[config.mk]
export PLATFORM = sky130hd
export DESIGN_NAME = fixed_priority_tick_dispatcher_top
export DESIGN_NICKNAME = d
export VERILOG_FILES = /design/src/design/fptd_pkg.sv /design/src/design/fptd_wake.sv /design/src/design/fixed_priority_tick_dispatcher_top.sv
export SDC_FILE = /design/constraint.sdc
export NUM_CORES = 1
export LEC_CHECK = 0
export ABC_AREA = 1
export BUFFER_PORTS_ARGS = -buffer_cell sky130_fd_sc_hd__buf_4
export CAP_MARGIN = 20
export CORE_ASPECT_RATIO = 0.9
export CORE_MARGIN = 4
export CORE_UTILIZATION = 30
export CTS_CLUSTER_SIZE = 12
export DETAILED_ROUTE_END_ITERATION = 12
export GPL_TIMING_DRIVEN = 0
export SYNTH_ARGS = -nofsm -noshare
export SYNTH_HDL_FRONTEND = slang
export SYNTH_SLANG_ARGS = --single-unit
[constraint.sdc]
create_clock -name clk -period 5.41 [get_ports clk]
set_input_delay 1.082 -clock clk [delete_from_list [all_inputs] [get_ports clk]]
set_output_delay 1.082 -clock clk [all_outputs]
set_load 0.01 [all_outputs]
[src/design/fptd_pkg.sv]
package fptd_pkg;

	localparam int MAX_TASKS_DEF       = 8;
	localparam int PRIORITY_LEVELS_DEF = 10;
	localparam int RESULT_CAP          = 8;
	localparam int PRIO_SLOTS          = 32 / 4;

	localparam logic [31:0] WAKE_RESET = 32'd1;

	localparam int CFG_IDX_W = 2;
	localparam logic [CFG_IDX_W-1:0] CFG_TASK_COUNT      = 2'd0;
	localparam logic [CFG_IDX_W-1:0] CFG_TASK_PRIORITIES = 2'd1;
	localparam logic [CFG_IDX_W-1:0] CFG_SCHED_ENABLED   = 2'd2;

	localparam logic FUNC_TICK  = 1'b0;
	localparam logic FUNC_DELAY = 1'b1;

	typedef struct packed {
		logic        wr_en;
		logic [3:0]  wr_slot;
		logic [31:0] delay;
	} wake_wr_t;

endpackage

[src/design/fptd_wake.sv]
module fptd_wake #(
	parameter int MAX_TASKS = fptd_pkg::MAX_TASKS_DEF
) (
	input  logic                         clk,
	input  logic                         arst_n,
	input  fptd_pkg::wake_wr_t           wr,
	input  logic [31:0]                  tick,
	input  logic [$clog2(MAX_TASKS)-1:0] rd_addr,
	output logic                         due
);

	localparam int IDX_W = $clog2(MAX_TASKS);

	logic [31:0]      wake_q [MAX_TASKS];
	logic [IDX_W-1:0] wr_addr;

	assign wr_addr = wr.wr_slot[IDX_W-1:0];

	always_ff @(posedge clk or negedge arst_n) begin
		if (!arst_n) begin
			for (int i = 0; i < MAX_TASKS; i++) begin
				wake_q[i] <= fptd_pkg::WAKE_RESET;
			end
		end else if (wr.wr_en) begin
			wake_q[wr_addr] <= tick + wr.delay;
		end
	end

	// shared unsigned compare, one slot per cycle
	assign due = (tick >= wake_q[rd_addr]);

endmodule

[src/design/fixed_priority_tick_dispatcher_top.sv]
// Delay word: taken while idle, no result, busy stays low; a tick word while disabled does the same.
// Tick word: counter advances, then every slot's wake tick goes through the shared comparator,
// then priority levels are searched from PRIORITY_LEVELS-1 down, one result per ready slot,
// ending on the last result (at most RESULT_CAP) or when no ready slot or level is left.
// Results come one per strobe cycle; the receiver cannot stall.
// Reset: counter 0, all wake ticks 1, configuration 0, block idle.
module fixed_priority_tick_dispatcher_top #(
	parameter int MAX_TASKS       = fptd_pkg::MAX_TASKS_DEF,
	parameter int PRIORITY_LEVELS = fptd_pkg::PRIORITY_LEVELS_DEF
) (
	input  logic                          clk,
	input  logic                          arst_n,
	input  logic                          start,
	output logic                          busy,
	input  logic                          func,
	input  logic [2:0]                    task_id,
	input  logic [31:0]                   delay_ticks,
	output logic                          strobe,
	output logic [2:0]                    run_task,
	output logic [31:0]                   tick_now,
	output logic                          last,
	input  logic                          cfg_valid,
	output logic                          cfg_ready,
	input  logic [fptd_pkg::CFG_IDX_W-1:0] cfg_index,
	input  logic [31:0]                   cfg_data
);

	localparam int IDX_W = $clog2(MAX_TASKS);
	localparam int CNT_W = $clog2(MAX_TASKS + 1);
	localparam int LVL_W = $clog2(PRIORITY_LEVELS);
	localparam int RC_W  = $clog2(fptd_pkg::RESULT_CAP + 1);

	typedef enum logic [2:0] {
		ST_IDLE = 3'b001,
		ST_SCAN = 3'b010,
		ST_EMIT = 3'b100
	} state_t;

	state_t state_q;

	logic [3:0]  task_count_q;
	logic [31:0] task_prio_q;
	logic        enabled_q;
	logic [31:0] tick_q;

	logic [IDX_W-1:0]     idx_q;
	logic [LVL_W-1:0]     lvl_q;
	logic [RC_W-1:0]      cnt_q;
	logic [MAX_TASKS-1:0] ready_q;

	logic                 accept;
	logic [4:0]           tc_ext;
	logic [CNT_W-1:0]     n_eff;
	logic [3:0]           prio_of [MAX_TASKS];
	logic [MAX_TASKS-1:0] elig;
	logic [MAX_TASKS-1:0] match;
	logic [MAX_TASKS-1:0] rest;
	logic [IDX_W-1:0]     sel;
	logic [4:0]           sel_ext;
	logic                 last_hit;
	logic                 due;
	fptd_pkg::wake_wr_t   wake_wr;

	assign busy      = (state_q != ST_IDLE);
	assign accept    = start && !busy;
	assign cfg_ready = 1'b1;

	assign tc_ext = {1'b0, task_count_q};
	assign n_eff  = (tc_ext > 5'(MAX_TASKS)) ? CNT_W'(MAX_TASKS) : CNT_W'(tc_ext);

	for (genvar g = 0; g < MAX_TASKS; g++) begin : g_slot
		if (g < fptd_pkg::PRIO_SLOTS) begin : g_prio
			assign prio_of[g] = task_prio_q[4*g +: 4];
		end else begin : g_zero
			assign prio_of[g] = 4'd0;
		end
		assign elig[g]  = (5'(g) < 5'(n_eff)) &&
			({1'b0, prio_of[g]} < 5'(PRIORITY_LEVELS));
		assign match[g] = ready_q[g] && ({1'b0, prio_of[g]} == 5'(lvl_q));
	end

	always_comb begin
		sel = '0;
		for (int i = MAX_TASKS - 1; i >= 0; i--) begin
			if (match[i]) begin
				sel = IDX_W'(i);
			end
		end
	end

	assign sel_ext  = 5'(sel);
	assign rest     = ready_q & ~(MAX_TASKS'(1) << sel);
	assign last_hit = (rest == '0) || (cnt_q == RC_W'(fptd_pkg::RESULT_CAP - 1));

	assign wake_wr.wr_en   = accept && (func == fptd_pkg::FUNC_DELAY) &&
		({2'b00, task_id} < 5'(n_eff));
	assign wake_wr.wr_slot = {1'b0, task_id};
	assign wake_wr.delay   = delay_ticks;

	fptd_wake #(
		.MAX_TASKS(MAX_TASKS)
	) u_wake (
		.clk    (clk),
		.arst_n (arst_n),
		.wr     (wake_wr),
		.tick   (tick_q),
		.rd_addr(idx_q),
		.due    (due)
	);

	always_ff @(posedge clk or negedge arst_n) begin
		if (!arst_n) begin
			task_count_q <= '0;
			task_prio_q  <= '0;
			enabled_q    <= 1'b0;
		end else if (cfg_valid && cfg_ready) begin
			case (cfg_index)
				fptd_pkg::CFG_TASK_COUNT:      task_count_q <= cfg_data[3:0];
				fptd_pkg::CFG_TASK_PRIORITIES: task_prio_q  <= cfg_data;
				fptd_pkg::CFG_SCHED_ENABLED:   enabled_q    <= cfg_data[0];
				default: ;
			endcase
		end
	end

	always_ff @(posedge clk or negedge arst_n) begin
		if (!arst_n) begin
			state_q <= ST_IDLE;
			tick_q  <= '0;
			idx_q   <= '0;
			lvl_q   <= '0;
			cnt_q   <= '0;
			ready_q <= '0;
			strobe  <= 1'b0;
		end else begin
			strobe <= 1'b0;
			case (state_q)
				ST_IDLE: begin
					if (accept && (func == fptd_pkg::FUNC_TICK) && enabled_q) begin
						tick_q  <= tick_q + 32'd1;
						idx_q   <= '0;
						ready_q <= '0;
						state_q <= ST_SCAN;
					end
				end
				ST_SCAN: begin
					ready_q[idx_q] <= due && elig[idx_q];
					if (idx_q == IDX_W'(MAX_TASKS - 1)) begin
						lvl_q   <= LVL_W'(PRIORITY_LEVELS - 1);
						cnt_q   <= '0;
						state_q <= ST_EMIT;
					end else begin
						idx_q <= idx_q + 1'b1;
					end
				end
				ST_EMIT: begin
					if (ready_q == '0) begin
						state_q <= ST_IDLE;
					end else if (match != '0) begin
						strobe   <= 1'b1;
						ready_q  <= rest;
						cnt_q    <= cnt_q + 1'b1;
						if (last_hit) begin
							state_q <= ST_IDLE;
						end
					end else if (lvl_q == '0) begin
						state_q <= ST_IDLE;
					end else begin
						lvl_q <= lvl_q - 1'b1;
					end
				end
				default: state_q <= ST_IDLE;
			endcase
		end
	end

	// result payload
	always_ff @(posedge clk) begin
		if (state_q == ST_EMIT && ready_q != '0 && match != '0) begin
			run_task <= sel_ext[2:0];
			tick_now <= tick_q;
			last     <= last_hit;
		end
	end

endmodule

## Word-level counts from Yosys, hierarchy flattened

Cells that the tools add are included.

- Bitwise logic cells: 5
- Add/subtract/negate cells: 5
- Magnitude comparators: 24
- Shift-type cells: 1
- Reduce and logical (&&, ||, !) cells: 46
- Equality and inequality tests: 25
- Multiplexer cells: 46

Operators with widths:

| operator | number |
|---|---|
| 256-bit bitwise mux | 1 |
| 32-bit binary-select mux with 3-bit select | 1 |
| 32-bit demux with 3-bit select | 1 |
| 32-bit 2-to-1 mux | 3 |
| 3-bit 2-to-1 mux | 16 |
| 32-bit by 1-bit adder with 32-bit output (second input constant) | 1 |
| 32-bit adder | 1 |
| 4-bit == test | 8 |
| 32-bit >= comparator | 1 |
| 4-bit less-than comparator (second input constant) | 8 |
| 4-bit 2-to-1 mux | 8 |
| 1-bit logical AND | 26 |
| 8-bit 2-to-1 mux | 3 |
| 8-bit one-hot mux with 3 select lines | 1 |
| 8-bit logical NOT | 2 |
| 3-bit by 4-bit less-than comparator with 1-bit output (first input constant) | 4 |
| 4-bit one-hot mux with 2 select lines | 2 |
| 8-bit nonzero test | 2 |
| 2-bit inequality test (second input constant) | 7 |
| 4-bit AND reduction | 3 |
| 3-bit one-hot mux with 3 select lines | 1 |
| 8-bit bitwise AND | 1 |
| 8-bit bitwise mux | 1 |
| 4-bit >= comparator (second input constant) | 2 |
| other kinds (35) | 48 |

- Word-level logic and storage cells: 173
- Output and inout bits: 39
- Bits in registers: 384

## Longest topological paths before layout

- Depth in word-level cells: 19
- Depth in mapped cells: 23
- Gate-level depth less buffers: 22

## By module

A second synthesis with hierarchy kept.

- Cell total of the unflattened synthesis: 2646
- Area total of the unflattened synthesis: 20946.3 µm²

Modules (own cells, without submodules):

| module | instances | cells an instance | area an instance (µm²) |
|---|---|---|---|
| fptd_wake | 1 | 1988 | 14697.8 |
| fixed_priority_tick_dispatcher_top | 1 | 658 | 6248.5 |

## Least setup slack after synthesis

Ideal clock, no wire load.

- Kind: flip-flop to flip-flop
- From: reg lvl_q[2]
- To: reg lvl_q[2]
- Arrival time: 3454 ps
- Stages on the path, launching flop included: 15
- Period minus slack after synthesis: 3531 ps
- Setup slack: 1879 ps
- Cells stage by stage: dfrtp_1 > buf_2 > inv_1 > nand2_1 > a21oi_1 > nand3b_1 > nand2_2 > nor2_1 > nand2_1 > inv_1 > nor2_1 > nor2_2 > nand3_1 > nand2_1 > a21oi_1

- Longest elaborated chain between the ends: 5
- Elaborated cells between the ends (all ways): 26
- Classes of those cells: add/sub (1); eq/ne (10); mux (4); reduce/logical (11)

Ends and longest elaborated chain:

| what | RTL line | source |
|---|---|---|
| start, declared | fixed_priority_tick_dispatcher_top.sv:47 | `logic [LVL_W-1:0] lvl_q;` |
| start signal, assigned | fixed_priority_tick_dispatcher_top.sv:149 | `lvl_q <= LVL_W'(PRIORITY_LEVELS - 1);` |
| start signal, assigned | fixed_priority_tick_dispatcher_top.sv:169 | `lvl_q <= lvl_q - 1'b1;` |
| 4-bit by 1-bit subtractor with 4-bit output or 4-bit == test (tied branches) | fixed_priority_tick_dispatcher_top.sv:169, fixed_priority_tick_dispatcher_top.sv:79 |  |
| 4-bit 2-to-1 mux or 1-bit logical AND (tied branches) | fixed_priority_tick_dispatcher_top.sv:166, fixed_priority_tick_dispatcher_top.sv:79 |  |
| 4-bit 2-to-1 mux or 8-bit nonzero test (tied branches) | fixed_priority_tick_dispatcher_top.sv:159 | `end else if (match != '0) begin` |
| 4-bit 2-to-1 mux or 2-bit inequality test (tied branches) | -- |  |
| 4-bit one-hot mux with 2 select lines or 5-bit AND reduction (tied branches) | -- |  |

Parallel ways exist; a longest one is shown, timed or not. The select of a mux whose other input is x is not followed.
A chain may end at the register's enable or synchronous reset.

## Worst setup path in the final report

- From: reg idx_q[0]
- To: reg ready_q[5]

- Longest elaborated chain between the ends: 8
- Elaborated cells between the ends (all ways): 15
- Classes of those cells: order compare (3); mux (9); bitwise (1); reduce/logical (2)

Ends and longest elaborated chain:

| what | RTL line | source |
|---|---|---|
| start, declared | fixed_priority_tick_dispatcher_top.sv:46 | `logic [IDX_W-1:0] idx_q;` |
| start signal, assigned | fixed_priority_tick_dispatcher_top.sv:153 | `idx_q <= idx_q + 1'b1;` |
| 3-bit inverter with 4-bit output (not written as such) | fptd_wake.sv:30 | `assign due = (tick >= wake_q[rd_addr]);` |
| 32-bit binary-select mux with 3-bit select | fptd_wake.sv:30 |  |
| 32-bit 2-to-1 mux (not written as such) (2 in a row) | fptd_wake.sv:30 |  |
| 32-bit >= comparator | fptd_wake.sv:30 |  |
| 1-bit logical AND | fixed_priority_tick_dispatcher_top.sv:147 | `ready_q[idx_q] <= due && elig[idx_q];` |
| 8-bit bitwise mux (*) | fixed_priority_tick_dispatcher_top.sv:147 |  |
| 8-bit one-hot mux with 3 select lines (*) | fixed_priority_tick_dispatcher_top.sv:137 | `case (state_q)` |
| end signal, assigned by index | fixed_priority_tick_dispatcher_top.sv:147 |  |
| end signal, assigned | fixed_priority_tick_dispatcher_top.sv:161 | `ready_q <= rest;` |
| end, declared | fixed_priority_tick_dispatcher_top.sv:49 | `logic [MAX_TASKS-1:0] ready_q;` |

Every way passes the cells marked *; elsewhere a longest branch is shown, timed or not. The select of a mux whose other input is x is not followed.

==> results.txt <==
status: finished clean
WS Path Type: reg -> reg
final setup vio count: 0
Main synth FF type: dfrtp_1
part of the Yosys area used for sequential elements: 50.35%
largest net degree at the start of global routing: 117
Hold Worst Slack: 0.3898 ns
Hold Buf Count CTS: 0
Routed Antenna Nets: 0
Reg clk slew, reported paths: 0.06 ns
top-count cell post-synth: nand2_1
Die X: 276.5 microns
CTS Buf Count: 43
share of cells above drive strength 1: 10.91%
via count: 17290
Max Freq: 0.1927 GHz
Fill cells: 6649
# nets final: 2552
Clock Power Share: 26.1%
most used cell, CP: nand4_1
H-tree levels: 2
Max IR drop VDD: 213.0 uV
syn nets: 2388
cell taking the most area after synthesis: dfrtp_1
clk buf depth: 3
Worst EP arrival: 5.70 ns
DRC: 0
Finished Layout Cells: 3293
Internal: 6705 uW
Worst setup SP type: register
R2R setup slack: 0.22 ns
area grow syn2layout: 17.63%
worst skew pair latency: 0.60 ns
CP Cell Sequence: buf_1 > nor2_1 > clkbuf_1 > clkbuf_1 > a22oi_1 > nand4_1 > inv_1 > ha_1 > nand2_1 > nor2_1 > nand4_1 > nor4_1 > nand4_1 > nand3_1 > o2111ai_1 > nand2_1 > nand3_1 > a31oi_1
Pleak: 0.01052 uW
I/O Buffers: 111
Seq pwr share: 40.8%
die footprint: 0.06903 sq mm
Comb pwr share: 33.1%
RSZ-0062 raised after global routing: false
flops & latches, synth: 384
Critical Path Fanout Max: 10
CTS root buffer: clkbuf_16
Post-synth ARST share: 90.63%
top post-synthesis cells by area: dfrtp_1 44%, nand2_1 10%, o21ai_0 6.9%, edfxtp_1 5.6%, ha_1 4.6%
first-pass GRT wire length: 105400 microns
slowest cell on the critical path: clkbuf_1
Die Y-Extent: 249.7 microns
vias per cell: 5.250
initial detailed-routing violation count: 1872
measured slew at the worst slew-check pin: 1.240 ns
Buf/Inv on CP: 4
Worst setup EP type: register
Post-Route WL: 69980 microns
RD Place Congestion: 0.9160
share of the synthesized area in the top cell type: 43.58%
EDFF count, synth: 36
vias in the first global route: 16530
gr usage total: 19.84%
Post-DP Area: 0.02150 sq mm
switch share: 39.14%
Net Switching: 4313 uW
delay-heaviest family, CP: simple AND/OR/NAND/NOR gates
top cells by count, synth: 517 x nand2_1, 339 x dfrtp_1, 267 x o21ai_0, 223 x inv_1, 123 x nor2_1
Final min period: 5.190 ns
Pins Over Slew Limit: 0
grt total ovfl: 0
I/O Pins: 113
MaxCap Viol Count: 0
row cnt: 88
Synth Cell Area: 0.01947 sq mm
Yosys warnings: 0
Initial Util: 30.33%
First-pass DRT Iterations: 5
Final Cell Area: 0.02290 sq mm
Power Density: 481.2 mW/mm^2
CTS tree: yes
post-route clock skew: 0.02752 ns
initial antenna violation count: 0
max incr delay on CP: 0.68 ns
DP HPWL: 50580 microns
placed insts: 3213
clock sink count: 384
core area: 0.06419 sq mm
Min-Delay Path Class: in -> async
antenna diode count: 0
Routed wire per std cell: 21.25 microns
Avg Cell Area, Syn: 8.683 sq um
library cells used by synthesis: 64
Synth Instances: 2242
Tcrit/Tclk final: 95.94%
Slew HR: 16.76%
WP data required: 5.92 ns
final hold viol count: 0
==> metrics by stage <==
step                      TNS, ns  setup WS [ns]  total power, uW  utilization [%]
final                           0         0.2199            11020            35.67
after global routing            0        0.04278            11710            35.67
after CTS                       0        0.01050            10930            35.60
after detailed placement        0        0.02000             8052            33.50
after global placement     -56.53        -0.2289             7977            33.29
after floorplan                 0          1.879             6622                -
==> flip-flops by register name, indices dropped and copies added, names as in the netlist <==
| signal | cells |
|---|---|
| last | 1 |
| lvl_q | 4 |
| cnt_q | 4 |
| idx_q | 3 |
| task_count_q | 4 |
| task_prio_q | 32 |
| tick_now | 32 |
| enabled_q | 1 |
| ready_q | 8 |
| tick_q | 32 |
| u_wake.wake_q | 256 |
| strobe | 1 |
| state_q | 3 |
| run_task | 3 |
==> timing repair <==
action | 4_1_cts | 5_1_grt
buffers inserted | 0 | 0
setup endpoints to repair | 0 | 8
gates resized for setup | 0 | 8
==> power groups by stage <==
stage,clock network (uW),registers (uW),logic (uW)
after floorplan,0,4350,2270
after global placement,0,4500,3480
after detailed placement,0,4510,3540
after CTS,2900,4470,3560
after global routing,3020,4590,4100
final,2880,4490,3650
==> cell families after synthesis <==
logic type | share of synthesized area [%]
AO/OA/AOI/OAI | 16.25
XOR/XNOR | 2.828
adder cells (fa/ha/maj) | 4.666
buffers and inverters | 6.382
flip-flops | 50.35
multiplexers | 0.5206
other | 0.01926
AND/OR/NAND/NOR | 18.99
==> cell usage in the layout, fill, tap and decap left out, drive strengths merged, types with 25 or more instances in the layout <==
| cell type | n |
|---|---|
| nand3 | 103 |
| nor3 | 26 |
| edfxtp | 36 |
| inv | 240 |
| a22oi | 31 |
| xor2 | 37 |
| o21ai | 298 |
| nand2 | 521 |
| buf | 131 |
| ha | 71 |
| dfrtp | 339 |
| xnor2 | 25 |
| clkbuf | 132 |
| nand4 | 36 |
| a21oi | 111 |
| a221oi | 29 |
| nor2 | 130 |
==> worst register-to-register path: cells and delay by family (launching register included) <==
family          cells  cell delay, ns
compound gates      3            0.82
fa+ha+maj           1            0.30
buf+inv             4            1.68
flops               1            0.47
simple gates       10            1.86
==> final timing paths <==
check / startpoint / end / cells after the start
worst max register to register: idx_q[0] / ready_q[5] / 18
min in group clk: u_wake.wake_q[11] / u_wake.wake_q[11] / 2
max in group asynchronous: arst_n / tick_q[12] / 3
worst min-delay path: arst_n / state_q[2] / 1
worst min register to register: u_wake.wake_q[11] / u_wake.wake_q[11] / 2
worst max-delay path: idx_q[0] / ready_q[5] / 18
==> per-layer routing <==
layer / track usage [%] / vias up / wire (microns)
li1: - / 7929 / -
met1: 27.96 / 8467 / 30740
met2: 29.82 / 752 / 29650
met3: 4.798 / 139 / 6804
met4: 7.022 / 0 / 2780
met5: 0 / - / 0
==> final cells by class <==
class,instances,area (sq um),area share (%)
Buffer,80,341.6,1.492
Clock buffer,65,1249,5.453
Clock inverter,12,103.9,0.4535
Inverter,242,909.6,3.972
Multi-Input combinational cell,1536,8433,36.83
Sequential cell,384,9801,42.80
Tap cell,855,1070,4.672
Timing Repair Buffer,119,991.0,4.328
Note: power is estimated with default switching activity, not from simulation.
